[src/hdl/sfr_pkg.sv]
`timescale 1ns / 1ps
// Package for the serial frame receiver: parser phase type, register indexes,
// frame kind codes, counter slots and the result word type. No dependencies.

package sfr_pkg;

    typedef enum logic [2:0] {
        PH_WAIT = 3'd0,
        PH_LEN  = 3'd1,
        PH_TYPE = 3'd2,
        PH_DATA = 3'd3,
        PH_CSUM = 3'd4
    } phase_t;

    localparam int CFG_IDX_W = 2;
    localparam logic [CFG_IDX_W-1:0] CFG_START_BYTE = 2'd0;
    localparam logic [CFG_IDX_W-1:0] CFG_MON_TYPE   = 2'd1;
    localparam logic [CFG_IDX_W-1:0] CFG_MOTOR_TYPE = 2'd2;

    localparam logic [7:0] START_BYTE_RESET = 8'hAA;
    localparam logic [7:0] MON_TYPE_RESET   = 8'h01;
    localparam logic [7:0] MOTOR_TYPE_RESET = 8'h02;

    localparam logic [1:0] KIND_MONITOR = 2'd0;
    localparam logic [1:0] KIND_MOTOR   = 2'd1;
    localparam logic [1:0] KIND_UNKNOWN = 2'd2;

    localparam int HEAD_DEPTH   = 4;
    localparam int NUM_COUNTERS = 5;
    localparam int CNT_COMPLETE = 0;
    localparam int CNT_MON      = 1;
    localparam int CNT_MOTOR    = 2;
    localparam int CNT_UNKNOWN  = 3;
    localparam int CNT_IGNORED  = 4;

    typedef struct packed {
        logic                               done;
        logic [1:0]                         kind;
        logic                               updated;
        logic [HEAD_DEPTH-1:0][7:0]         mon;
        logic [NUM_COUNTERS-1:0][31:0]      cnt;
    } result_t;

endpackage

[src/hdl/sfr_parser.sv]
`timescale 1ns / 1ps
// Frame parser: phase state machine, payload head, monitoring fields,
// statistics counters and the configuration registers. Depends on sfr_pkg.

module sfr_parser (
    input  logic                          clk,
    input  logic                          rst_n,
    input  logic                          cfg_we,
    input  logic [sfr_pkg::CFG_IDX_W-1:0] cfg_index,
    input  logic [7:0]                    cfg_data,
    input  logic                          accept,
    input  logic [7:0]                    rx_byte,
    output sfr_pkg::result_t              result
);

    sfr_pkg::phase_t phase_reg, phase_next;
    logic [7:0] start_reg;
    logic [7:0] mon_type_reg;
    logic [7:0] motor_type_reg;
    logic [7:0] exp_len_reg, exp_len_next;
    logic [7:0] type_reg, type_next;
    logic [7:0] idx_reg, idx_next;
    logic [sfr_pkg::HEAD_DEPTH-1:0][7:0]     head_reg, head_next;
    logic [sfr_pkg::HEAD_DEPTH-1:0][7:0]     mon_reg, mon_next;
    logic [sfr_pkg::NUM_COUNTERS-1:0][31:0]  cnt_reg, cnt_next;
    logic       done;
    logic [1:0] kind;
    logic       updated;

    always_ff @(posedge clk or negedge rst_n)
    begin
        if (!rst_n)
        begin
            start_reg      <= sfr_pkg::START_BYTE_RESET;
            mon_type_reg   <= sfr_pkg::MON_TYPE_RESET;
            motor_type_reg <= sfr_pkg::MOTOR_TYPE_RESET;
        end
        else if (cfg_we)
        begin
            unique case (cfg_index)
                sfr_pkg::CFG_START_BYTE: start_reg      <= cfg_data;
                sfr_pkg::CFG_MON_TYPE:   mon_type_reg   <= cfg_data;
                sfr_pkg::CFG_MOTOR_TYPE: motor_type_reg <= cfg_data;
                default:                 ;
            endcase
        end
    end

    always_ff @(posedge clk or negedge rst_n)
    begin
        if (!rst_n)
        begin
            phase_reg   <= sfr_pkg::PH_WAIT;
            exp_len_reg <= '0;
            type_reg    <= '0;
            idx_reg     <= '0;
            head_reg    <= '0;
            mon_reg     <= '0;
            cnt_reg     <= '0;
        end
        else if (accept)
        begin
            phase_reg   <= phase_next;
            exp_len_reg <= exp_len_next;
            type_reg    <= type_next;
            idx_reg     <= idx_next;
            head_reg    <= head_next;
            mon_reg     <= mon_next;
            cnt_reg     <= cnt_next;
        end
    end

    always_comb
    begin
        phase_next   = phase_reg;
        exp_len_next = exp_len_reg;
        type_next    = type_reg;
        idx_next     = idx_reg;
        head_next    = head_reg;
        mon_next     = mon_reg;
        cnt_next     = cnt_reg;
        done         = 1'b0;
        kind         = sfr_pkg::KIND_MONITOR;
        updated      = 1'b0;
        unique case (phase_reg)
            sfr_pkg::PH_WAIT:
            begin
                if (rx_byte == start_reg)
                begin
                    phase_next = sfr_pkg::PH_LEN;
                end
                else
                begin
                    cnt_next[sfr_pkg::CNT_IGNORED] = cnt_reg[sfr_pkg::CNT_IGNORED] + 32'd1;
                end
            end
            sfr_pkg::PH_LEN:
            begin
                exp_len_next = rx_byte;
                phase_next   = sfr_pkg::PH_TYPE;
            end
            sfr_pkg::PH_TYPE:
            begin
                type_next  = rx_byte;
                idx_next   = '0;
                phase_next = (exp_len_reg == 8'd0) ? sfr_pkg::PH_CSUM : sfr_pkg::PH_DATA;
            end
            sfr_pkg::PH_DATA:
            begin
                if (idx_reg < 8'(sfr_pkg::HEAD_DEPTH))
                begin
                    head_next[idx_reg[1:0]] = rx_byte;
                end
                idx_next = idx_reg + 8'd1;
                if (idx_next >= exp_len_reg)
                begin
                    phase_next = sfr_pkg::PH_CSUM;
                end
            end
            sfr_pkg::PH_CSUM:
            begin
                done = 1'b1;
                cnt_next[sfr_pkg::CNT_COMPLETE] = cnt_reg[sfr_pkg::CNT_COMPLETE] + 32'd1;
                if (type_reg == mon_type_reg)
                begin
                    kind = sfr_pkg::KIND_MONITOR;
                    cnt_next[sfr_pkg::CNT_MON] = cnt_reg[sfr_pkg::CNT_MON] + 32'd1;
                    if (exp_len_reg >= 8'(sfr_pkg::HEAD_DEPTH))
                    begin
                        mon_next = head_reg;
                        updated  = 1'b1;
                    end
                end
                else if (type_reg == motor_type_reg)
                begin
                    kind = sfr_pkg::KIND_MOTOR;
                    cnt_next[sfr_pkg::CNT_MOTOR] = cnt_reg[sfr_pkg::CNT_MOTOR] + 32'd1;
                end
                else
                begin
                    kind = sfr_pkg::KIND_UNKNOWN;
                    cnt_next[sfr_pkg::CNT_UNKNOWN] = cnt_reg[sfr_pkg::CNT_UNKNOWN] + 32'd1;
                end
                phase_next   = sfr_pkg::PH_WAIT;
                idx_next     = '0;
                exp_len_next = '0;
                type_next    = '0;
            end
            default:
            begin
                phase_next = sfr_pkg::PH_WAIT;
            end
        endcase
    end

    always_comb
    begin
        result.done    = done;
        result.kind    = kind;
        result.updated = updated;
        result.mon     = mon_next;
        result.cnt     = cnt_next;
    end

endmodule

[src/hdl/sfr_out_stage.sv]
`timescale 1ns / 1ps
// Result register with valid/ready handshake toward the consumer; it can take a
// new word whenever it is empty or its word is being taken. Depends on sfr_pkg.

module sfr_out_stage (
    input  logic             clk,
    input  logic             rst_n,
    input  logic             load,
    input  sfr_pkg::result_t result_in,
    output logic             load_ready,
    output logic             out_valid,
    input  logic             out_ready,
    output sfr_pkg::result_t result_out
);

    logic             valid_reg, valid_next;
    sfr_pkg::result_t data_reg;

    assign load_ready = !valid_reg || out_ready;

    always_comb
    begin
        valid_next = valid_reg;
        if (load)
        begin
            valid_next = 1'b1;
        end
        else if (out_ready)
        begin
            valid_next = 1'b0;
        end
    end

    always_ff @(posedge clk or negedge rst_n)
    begin
        if (!rst_n)
        begin
            valid_reg <= 1'b0;
        end
        else
        begin
            valid_reg <= valid_next;
        end
    end

    always_ff @(posedge clk)
    begin
        if (load)
        begin
            data_reg <= result_in;
        end
    end

    assign out_valid  = valid_reg;
    assign result_out = data_reg;

endmodule

[src/hdl/serial_frame_receiver.sv]
`timescale 1ns / 1ps
// Serial frame receiver, top level. Instantiates sfr_parser and sfr_out_stage;
// depends on sfr_pkg.
//
// The receiver parses a byte stream of frames laid out as start byte, length,
// type, payload and checksum, and returns one result word for every byte it
// takes. The parser updates its state in a single pass of logic and the result
// lands in an output register, so a new byte is accepted every cycle as long as
// the consumer takes results. The result word carries the frame-done flag and
// kind, the monitoring fields and all five wrapping counters with this byte's
// update applied. The checksum is not checked. Register writes take effect at
// once and are meant for idle times.

module serial_frame_receiver (
    input  logic        clk,
    input  logic        rst_n,
    input  logic        cfg_we,
    input  logic [1:0]  cfg_index,
    input  logic [7:0]  cfg_data,
    input  logic        in_valid,
    output logic        in_ready,
    input  logic [7:0]  rx_byte,
    output logic        out_valid,
    input  logic        out_ready,
    output logic        frame_done,
    output logic [1:0]  frame_kind,
    output logic        monitor_updated,
    output logic [7:0]  dir_x,
    output logic [7:0]  dir_y,
    output logic [7:0]  omega,
    output logic [7:0]  speed_ratio,
    output logic [31:0] frames_complete,
    output logic [31:0] frames_monitoring,
    output logic [31:0] frames_motor,
    output logic [31:0] frames_unknown,
    output logic [31:0] bytes_ignored
);

    logic             accept;
    sfr_pkg::result_t parse_result;
    sfr_pkg::result_t held_result;

    assign accept = in_valid && in_ready;

    sfr_parser u_parser (
        .clk       (clk),
        .rst_n     (rst_n),
        .cfg_we    (cfg_we),
        .cfg_index (cfg_index),
        .cfg_data  (cfg_data),
        .accept    (accept),
        .rx_byte   (rx_byte),
        .result    (parse_result)
    );

    sfr_out_stage u_out_stage (
        .clk        (clk),
        .rst_n      (rst_n),
        .load       (accept),
        .result_in  (parse_result),
        .load_ready (in_ready),
        .out_valid  (out_valid),
        .out_ready  (out_ready),
        .result_out (held_result)
    );

    assign frame_done        = held_result.done;
    assign frame_kind        = held_result.kind;
    assign monitor_updated   = held_result.updated;
    assign dir_x             = held_result.mon[0];
    assign dir_y             = held_result.mon[1];
    assign omega             = held_result.mon[2];
    assign speed_ratio       = held_result.mon[3];
    assign frames_complete   = held_result.cnt[sfr_pkg::CNT_COMPLETE];
    assign frames_monitoring = held_result.cnt[sfr_pkg::CNT_MON];
    assign frames_motor      = held_result.cnt[sfr_pkg::CNT_MOTOR];
    assign frames_unknown    = held_result.cnt[sfr_pkg::CNT_UNKNOWN];
    assign bytes_ignored     = held_result.cnt[sfr_pkg::CNT_IGNORED];

endmodule

[config.mk]
export PLATFORM = sky130hd
export DESIGN_NAME = serial_frame_receiver
export DESIGN_NICKNAME = d
export VERILOG_FILES = /design/src/hdl/sfr_pkg.sv /design/src/hdl/sfr_parser.sv /design/src/hdl/sfr_out_stage.sv /design/src/hdl/serial_frame_receiver.sv
export SDC_FILE = /design/constraint.sdc
export NUM_CORES = 1
export LEC_CHECK = 0
export BUFFER_PORTS_ARGS = -buffer_cell sky130_fd_sc_hd__buf_4
export CORE_MARGIN = 4
export CORE_UTILIZATION = 50
export DETAILED_ROUTE_END_ITERATION = 16
export PLACE_DENSITY_LB_ADDON = 0.05
export SKIP_LAST_GASP = 1
export SLEW_MARGIN = 20
export SYNTH_ARGS = -nofsm -noshare
export SYNTH_HDL_FRONTEND = slang
export SYNTH_HIERARCHICAL = 1
export SYNTH_SLANG_ARGS = --single-unit
[constraint.sdc]
create_clock -name clk -period 8 [get_ports clk]
set_clock_uncertainty 0.15 [all_clocks]
set_input_delay 0.4 -clock clk [delete_from_list [all_inputs] [get_ports clk]]
set_output_delay 0.4 -clock clk [all_outputs]
set_load 0.01 [all_outputs]
Word level (Yosys, flattened, before mapping)
Cells that the tools add are included.
{ "totals": {"latch_bits": 0, "mem_bits_ro": 0, "register_bits": 472, "ramBits": 0, "memories": 0, "word_cells": 103} }
{ "op_classes": {"n_reduce_logical": 22, "n_mul": 0, "bitwise": 1, "shift": 0, "add_sub_neg": 6, "magnitude_cmp": 5, "eq_ne": 11, "muxes": 25, "n_div": 0} }
{ "op_table": {"columns": ["cell", "count"], "rows": [
  ["$mux 32", 8],
  ["$add 32x1->32 const B", 5],
  ["$mux 128", 1],
  ["$mux 64", 1],
  ["$pmux 8 s2", 3],
  ["$bwmux 32", 1],
  ["$eq 8x8->1", 3],
  ["$demux 8 s2", 1],
  ["$reduce_and 2->1", 7],
  ["$pmux 3 s4", 1],
  ["$mux 3", 3],
  ["$add 8x1->8 const B", 1],
  ["$ge 8x3->1 const B", 1],
  ["$ge 8x8->1", 1],
  ["$logic_not 8->1", 1],
  ["$lt 8x3->1 const B", 1],
  ["$mux 8", 1],
  ["$reduce_bool 2->1", 4],
  ["$eq 3x2->1 const B", 2],
  ["$reduce_and 3->1", 2],
  ["$mux 1", 4],
  ["$ne 2x1->1 const B", 2],
  ["$reduce_or 2->1", 2],
  ["$eq 3x1->1 const B", 1],
  ["12 further kinds", 13]
]} }

Depth between registers and ports, before layout
{ "logic_depth": {"ltp_word": 5, "ltp_mapped": 10, "mapped_depth_nobuf": 10} }

Hierarchy
The synthesis kept the hierarchy.
{ "modules_own_cells": {"columns": ["module", "cells_each", "area_each_um2", "instances"], "rows": [
  ["sfr_parser", 1559, 15275.9, 1],
  ["sfr_out_stage", 199, 5933.2, 1],
  ["serial_frame_receiver", 1, 6.3, 1]
]} }

Least setup slack after synthesis
OpenSTA, ideal clock, no wires.
{ "synth_timing": {"kind": "register -> register", "start": "register u_out_stage.valid_reg (netlist: u_out_stage/out_valid)", "end": "register u_parser.type_reg[0]", "arrival_ns": 7.752, "t_required_ns": 7.725, "path_slack_ns": -0.027, "period_less_slack_ns": 8.027, "n_path_buf": 0, "setup_time_ns": 0.125, "stages_incl_launch_ff": 6, "path_cell_list": "dfrtp_1 nand2b_4 and2_1 clkinv_1 nor3_1 mux2_2"} }
{ "synth_between": {"elab_chain_cells": 4} }
{ "synth_rtl": {"columns": ["element", "line_no", "text"], "rows": [
  ["start, declared", "sfr_out_stage.sv:16", "logic valid_reg, valid_next;"],
  ["start signal, assigned", "sfr_out_stage.sv:42", "valid_reg <= valid_next;"],
  ["$logic_not 1->1", "sfr_out_stage.sv:19", "assign load_ready = !valid_reg || out_ready;"],
  ["$logic_or 1x1->1", "sfr_out_stage.sv:19", null],
  ["named net in_ready", "serial_frame_receiver.sv:21", "output logic in_ready,"],
  ["$logic_and 1x1->1", "serial_frame_receiver.sv:43", "assign accept = in_valid && in_ready;"],
  ["named net accept", "serial_frame_receiver.sv:39", "logic accept;"],
  ["$reduce_and 2->1 (no line)", null, null],
  ["end signal, assigned", "sfr_parser.sv:65", "type_reg <= type_next;"],
  ["end, declared", "sfr_parser.sv:21", "logic [7:0] type_reg, type_next;"]
]} }
The timed path passes the listed nets, and every way through them passes these cells.
A chain may end at the register's enable or synchronous reset.

==> flow_results.org <==
** Power and ir drop
- Reported leakage power :: around 11 nW
- Worst IR Drop VDD :: 170 uV
- Internal power comes to around 4.5 mW.
- Power spread over the standard cell area amounts to 236 nW/um2.
- Fraction of power spent switching nets :: 25.2%
- Clock power share :: 37.8%
- Registers are responsible for 49.8% of the overall power.
- Total power after layout :: 5.95 mW
- Gate power share :: 12.4%
- Summed over all nets, the switching power comes to 1.50 mW.

** Outcome
- Outcome :: finished, final reports clean

** Drt
- After detailed routing, the average wire length per cell comes to 17.5 um.
- The pre-antenna-repair detailed-routing pass consisted of 5 iterations.
- The detailed router placed 13600 vias in this run.
- The detailed router finished its first iteration with 762 violations.
- Aggregate routed wire length :: around 45000 um
- In the routed design, unresolved DRC markers number 0.
- DR vias/cell :: 5.27
- ANT nets after route :: 0

** Yosys
- Number of distinct library cell variants in the gate-level netlist after synthesis :: 53
- For this run, the number of Yosys warnings is 6.
- Post-synth EDFFs :: 196
- Post-synth net total :: 1799
- Yosys attributes the largest share of cell area to sky130_fd_sc_hd__dfrtp_1 (32%), sky130_fd_sc_hd__edfxtp_1 (28%), sky130_fd_sc_hd__xnor2_1 (9.5%), sky130_fd_sc_hd__mux2_2 (5.4%), sky130_fd_sc_hd__xor2_1 (4.7%).
- For this run, asynchronously set or reset flops after synthesis account for 58.5%.
- Synthesis produced a netlist whose cell count is 1759.
- Of the synthesized area, sequential elements account for 60.3%.
- After synthesis the cells add up to 21200 um2.
- After synthesis, the largest area contributor takes up a little under a third of total cell area.
- Predominant post-synthesis flop cell :: sky130_fd_sc_hd__dfrtp_1
- sky130_fd_sc_hd__dfrtp_1 takes more of the synthesized area than any other cell.
- After synthesis the netlist holds a flip-flop and latch count of 472.
- Avg Cell Area, Syn :: roughly 12 um2

** Setup path
- Setup slack of the worst register-to-register path :: approximately 4000 ps
- The worst register-to-register path ends at u_out_stage/result_out[90]$_DFFE_PP_.
- CP cell instances :: nor2_1, nand2_1, inv_1, o2111ai_2, inv_1, and4_1, nand3_1, xnor2_1
- Crit end category :: flop
- Data arrives at the worst endpoint at 4160 ps.
- Count of buffering cells on the critical path with inverters included :: 2
- Setup CP Type :: flop to flop
- Measured in cells, the most critical reg-to-reg path has a length of 8.
- The largest individual stage delay along the critical path comes from the cell sky130_fd_sc_hd__inv_1.
- The startpoint identified for the worst register-to-register timing path is u_parser/phase_reg[0]$_DFFE_PN0P_.
- Along the worst path, the maximum fanout reaches 25.
- In this design, the critical path's most frequently occurring cell is sky130_fd_sc_hd__inv_1.
- The worst setup path is launched from a flop.
- Required arrival time at the worst endpoint :: 8170 ps
- In this design, the stage delay of the slowest critical-path cell is 660 ps.
- CP top delay family :: buffers and inverters

** Worst hold path
- Worst Hold Endpoint :: u_parser/start_reg[6]$_DFFE_PN0P_
- Worst Hold Launch :: cfg_index[1]
- The worst hold path was traced through 3 stages.
- The worst hold path belongs to the class input pin to flop.

** Clocking
- Post-CTS repair changed the size of 0 cells.
- In this run the number of H-tree levels came out at 2.
- Clk_lat worst skew :: 580 ps
- After clock tree synthesis, the clock-pin slew on the worst setup and hold paths is roughly 60 ps.
- Number of clock sinks :: between 400 and 500
- TritonCTS built the clock tree.
- The number of clock buffers added by TritonCTS is 50.
- The longest clock path from root to sink contains 3 buffers.
- Number of post-CTS setup repair buffers :: 0
- In this run the clock root is driven by a sky130_fd_sc_hd__clkbuf_16.

** Final layout
- Max reg flops :: 196
- The final layout contains 2032 nets.
- Most frequent cells in the layout :: sky130_fd_sc_hd__dfrtp_1 (270), sky130_fd_sc_hd__nand2_1 (258), sky130_fd_sc_hd__buf_4 (229), sky130_fd_sc_hd__xnor2_1 (229), sky130_fd_sc_hd__edfxtp_1 (196)
- The repair_antennas step left the layout with diodes totalling 0.
- The library cell used most frequently in the layout, excluding fill and tap cells, is sky130_fd_sc_hd__dfrtp_1.
- Ratio of cells with drive above 1 in the final layout :: around a fifth
- Area growth from synthesis to layout :: 18.7%

** Job
- Across the run, the number of max-cap violations was 0.

** Floorplanning
- The die covers 45800 um2.
- Chip Height :: 214 um
- Die Wd :: approximately 210 um
- For this design the top-level I/O count stands at 221.
- After floorplanning, the core was divided into 75 placement rows.
- Starting utilization of the core area :: 50.6%
- Std-Cell Core Area :: roughly 42000 um2

** GRT
- Total grt overflow :: 0
- Entering global routing, the biggest net connects roughly 150 pins.
- Global-route wire length before repair :: 73500 um
- The number of antenna violations at the first check in global routing came to 0.
- Met3 Resource Use GR :: 3.43%
- Met1 demand-to-capacity share in global routing :: 27.4%
- Most used routing layer in global routing :: met2
- Met2 capacity usage during global routing :: about a third
- Total GRT Usage :: 19.5%
- The via count of the first global-routing pass is 13700.

** Timing
- Maximum frequency from static timing analysis :: 0.250 GHz
- Worst slew margin relative to its limit :: 32.7%
- Number of setup violations in the final report :: 0
- Number of slew-limit violations in the final report :: 0
- The number of endpoints with negative hold slack in the final report is 0.
- Unrepaired setup endpoints after global routing :: false
- Fin Setup TNS :: 0 ps
- After layout, the minimum clock period comes to 4000 ps.
- The worst path uses around half of the clock period.
- For the pin with the worst max-slew slack, the measured transition is 1000 ps.

** Placed design
- Buffers placed on the I/O ports in this run total 220.
- Last weighted congestion value of the routability-driven placer :: 0.824
- Detailed placement ended at an HPWL of ~30000 um.
==> per-layer routing <==
metal / part of all wire [%] / vias up
li1: - / 6565
met1: 46 / 6708
met2: 48 / 240
met3: 4.1 / 57
met4: 1.5 / 0
met5: 0 / -
==> stage by stage <==
stage          instances  util, %  hold WS, ps  setup slack [ps]  cell area, um2
3_3_place_gp        2460     55.7          324              4140           23400
4_1_cts             2572     60.0          144              3970           25200
6_report            2573     60.0          118              4000           25200
2_1_floorplan       1759        -        -45.6              2740           21200
3_5_place_dp        2460     55.7          326              3970           23400
5_1_grt             2573     60.0          110              3600           25200
==> power groups by stage <==
stage | Sequential (mW) | Combinational, mW | Clock (mW)
finish | 2.96 | 0.738 | 2.25
global route | 3.00 | 0.830 | 2.43
CTS | 2.96 | 0.750 | 2.32
detailed placement | 3.01 | 0.737 | 0
global placement | 3.00 | 0.724 | 0
floorplan | 2.97 | 0.488 | 0
==> layout make-up <==
class                      instances  area (um2)
clock buffer                      81        1490
clock inverter                    13         111
fill                            3429       16800
inverter                          28         105
multi-input combinational       1189        8020
sequential                       472       12800
tap                              539         674
timing repair buffer             251        1980
==> cells by family after synthesis <==
| family | synth area share (%) |
|---|---|
| and+or+nand+nor | 15.9 |
| adders and majority gates | 1.00 |
| buffers and inverters | 1.89 |
| muxes | 5.51 |
| xor gates and xnor gates | 14.1 |
| AOI/OAI and AO/OA | 1.21 |
| DFF | 60.3 |
==> cell usage after synthesis (4+ instances only) <==
| cell | instances |
|---|---|
| sky130_fd_sc_hd__ha_1 | 17 |
| sky130_fd_sc_hd__nand2_1 | 258 |
| sky130_fd_sc_hd__o31ai_1 | 5 |
| sky130_fd_sc_hd__edfxtp_1 | 196 |
| sky130_fd_sc_hd__buf_2 | 15 |
| sky130_fd_sc_hd__nand4_1 | 73 |
| sky130_fd_sc_hd__and4_1 | 21 |
| sky130_fd_sc_hd__a21oi_1 | 4 |
| sky130_fd_sc_hd__xor2_1 | 113 |
| sky130_fd_sc_hd__nand3_1 | 96 |
| sky130_fd_sc_hd__dfrtp_1 | 270 |
| sky130_fd_sc_hd__or2_2 | 5 |
| sky130_fd_sc_hd__clkbuf_1 | 46 |
| sky130_fd_sc_hd__mux2_2 | 102 |
| sky130_fd_sc_hd__xnor2_1 | 229 |
| sky130_fd_sc_hd__and3_1 | 47 |
| sky130_fd_sc_hd__inv_1 | 25 |
| sky130_fd_sc_hd__buf_4 | 4 |
| sky130_fd_sc_hd__o21ai_0 | 15 |
| sky130_fd_sc_hd__and2_1 | 15 |
| sky130_fd_sc_hd__buf_1 | 5 |
| sky130_fd_sc_hd__or4_1 | 4 |
| sky130_fd_sc_hd__nor3_1 | 35 |
| sky130_fd_sc_hd__nor2_1 | 93 |
| sky130_fd_sc_hd__dfstp_2 | 6 |
| sky130_fd_sc_hd__nor4_1 | 14 |
| sky130_fd_sc_hd__nor2b_1 | 10 |
==> worst register-to-register path: stages, from the launching register on <==
cell and delay (ps):
sky130_fd_sc_hd__dfrtp_1 580, sky130_fd_sc_hd__nor2_1 180, sky130_fd_sc_hd__nand2_1 130, sky130_fd_sc_hd__inv_1 600, sky130_fd_sc_hd__o2111ai_2 520, sky130_fd_sc_hd__inv_1 660, sky130_fd_sc_hd__and4_1 610, sky130_fd_sc_hd__nand3_1 170
sky130_fd_sc_hd__xnor2_1 150
==> repair_timing <==
action / in CTS / in global routing
endpoints found under the hold margin: 179 / 0
setup endpoints to repair: 0 / 0
hold buffers: 18 / 0
==> how the worst max path moves through the flow <==
stage,endpoint,slack (ps),start,depth (start not counted)
2_1_floorplan,u_parser/type_reg[0]$_DFFE_PN0P_,2740,u_out_stage/out_valid$_DFFE_PN0P_,5
3_3_place_gp,u_out_stage/result_out[90]$_DFFE_PP_,4140,u_parser/phase_reg[0]$_DFFE_PN0P_,8
3_5_place_dp,u_out_stage/result_out[90]$_DFFE_PP_,3970,u_parser/phase_reg[0]$_DFFE_PN0P_,8
4_1_cts,u_out_stage/result_out[90]$_DFFE_PP_,3970,u_parser/phase_reg[0]$_DFFE_PN0P_,8
5_1_grt,u_out_stage/result_out[90]$_DFFE_PP_,3600,u_parser/phase_reg[0]$_DFFE_PN0P_,8
6_report,u_out_stage/result_out[90]$_DFFE_PP_,4000,u_parser/phase_reg[0]$_DFFE_PN0P_,8
Power figures use the tool's default switching activity.
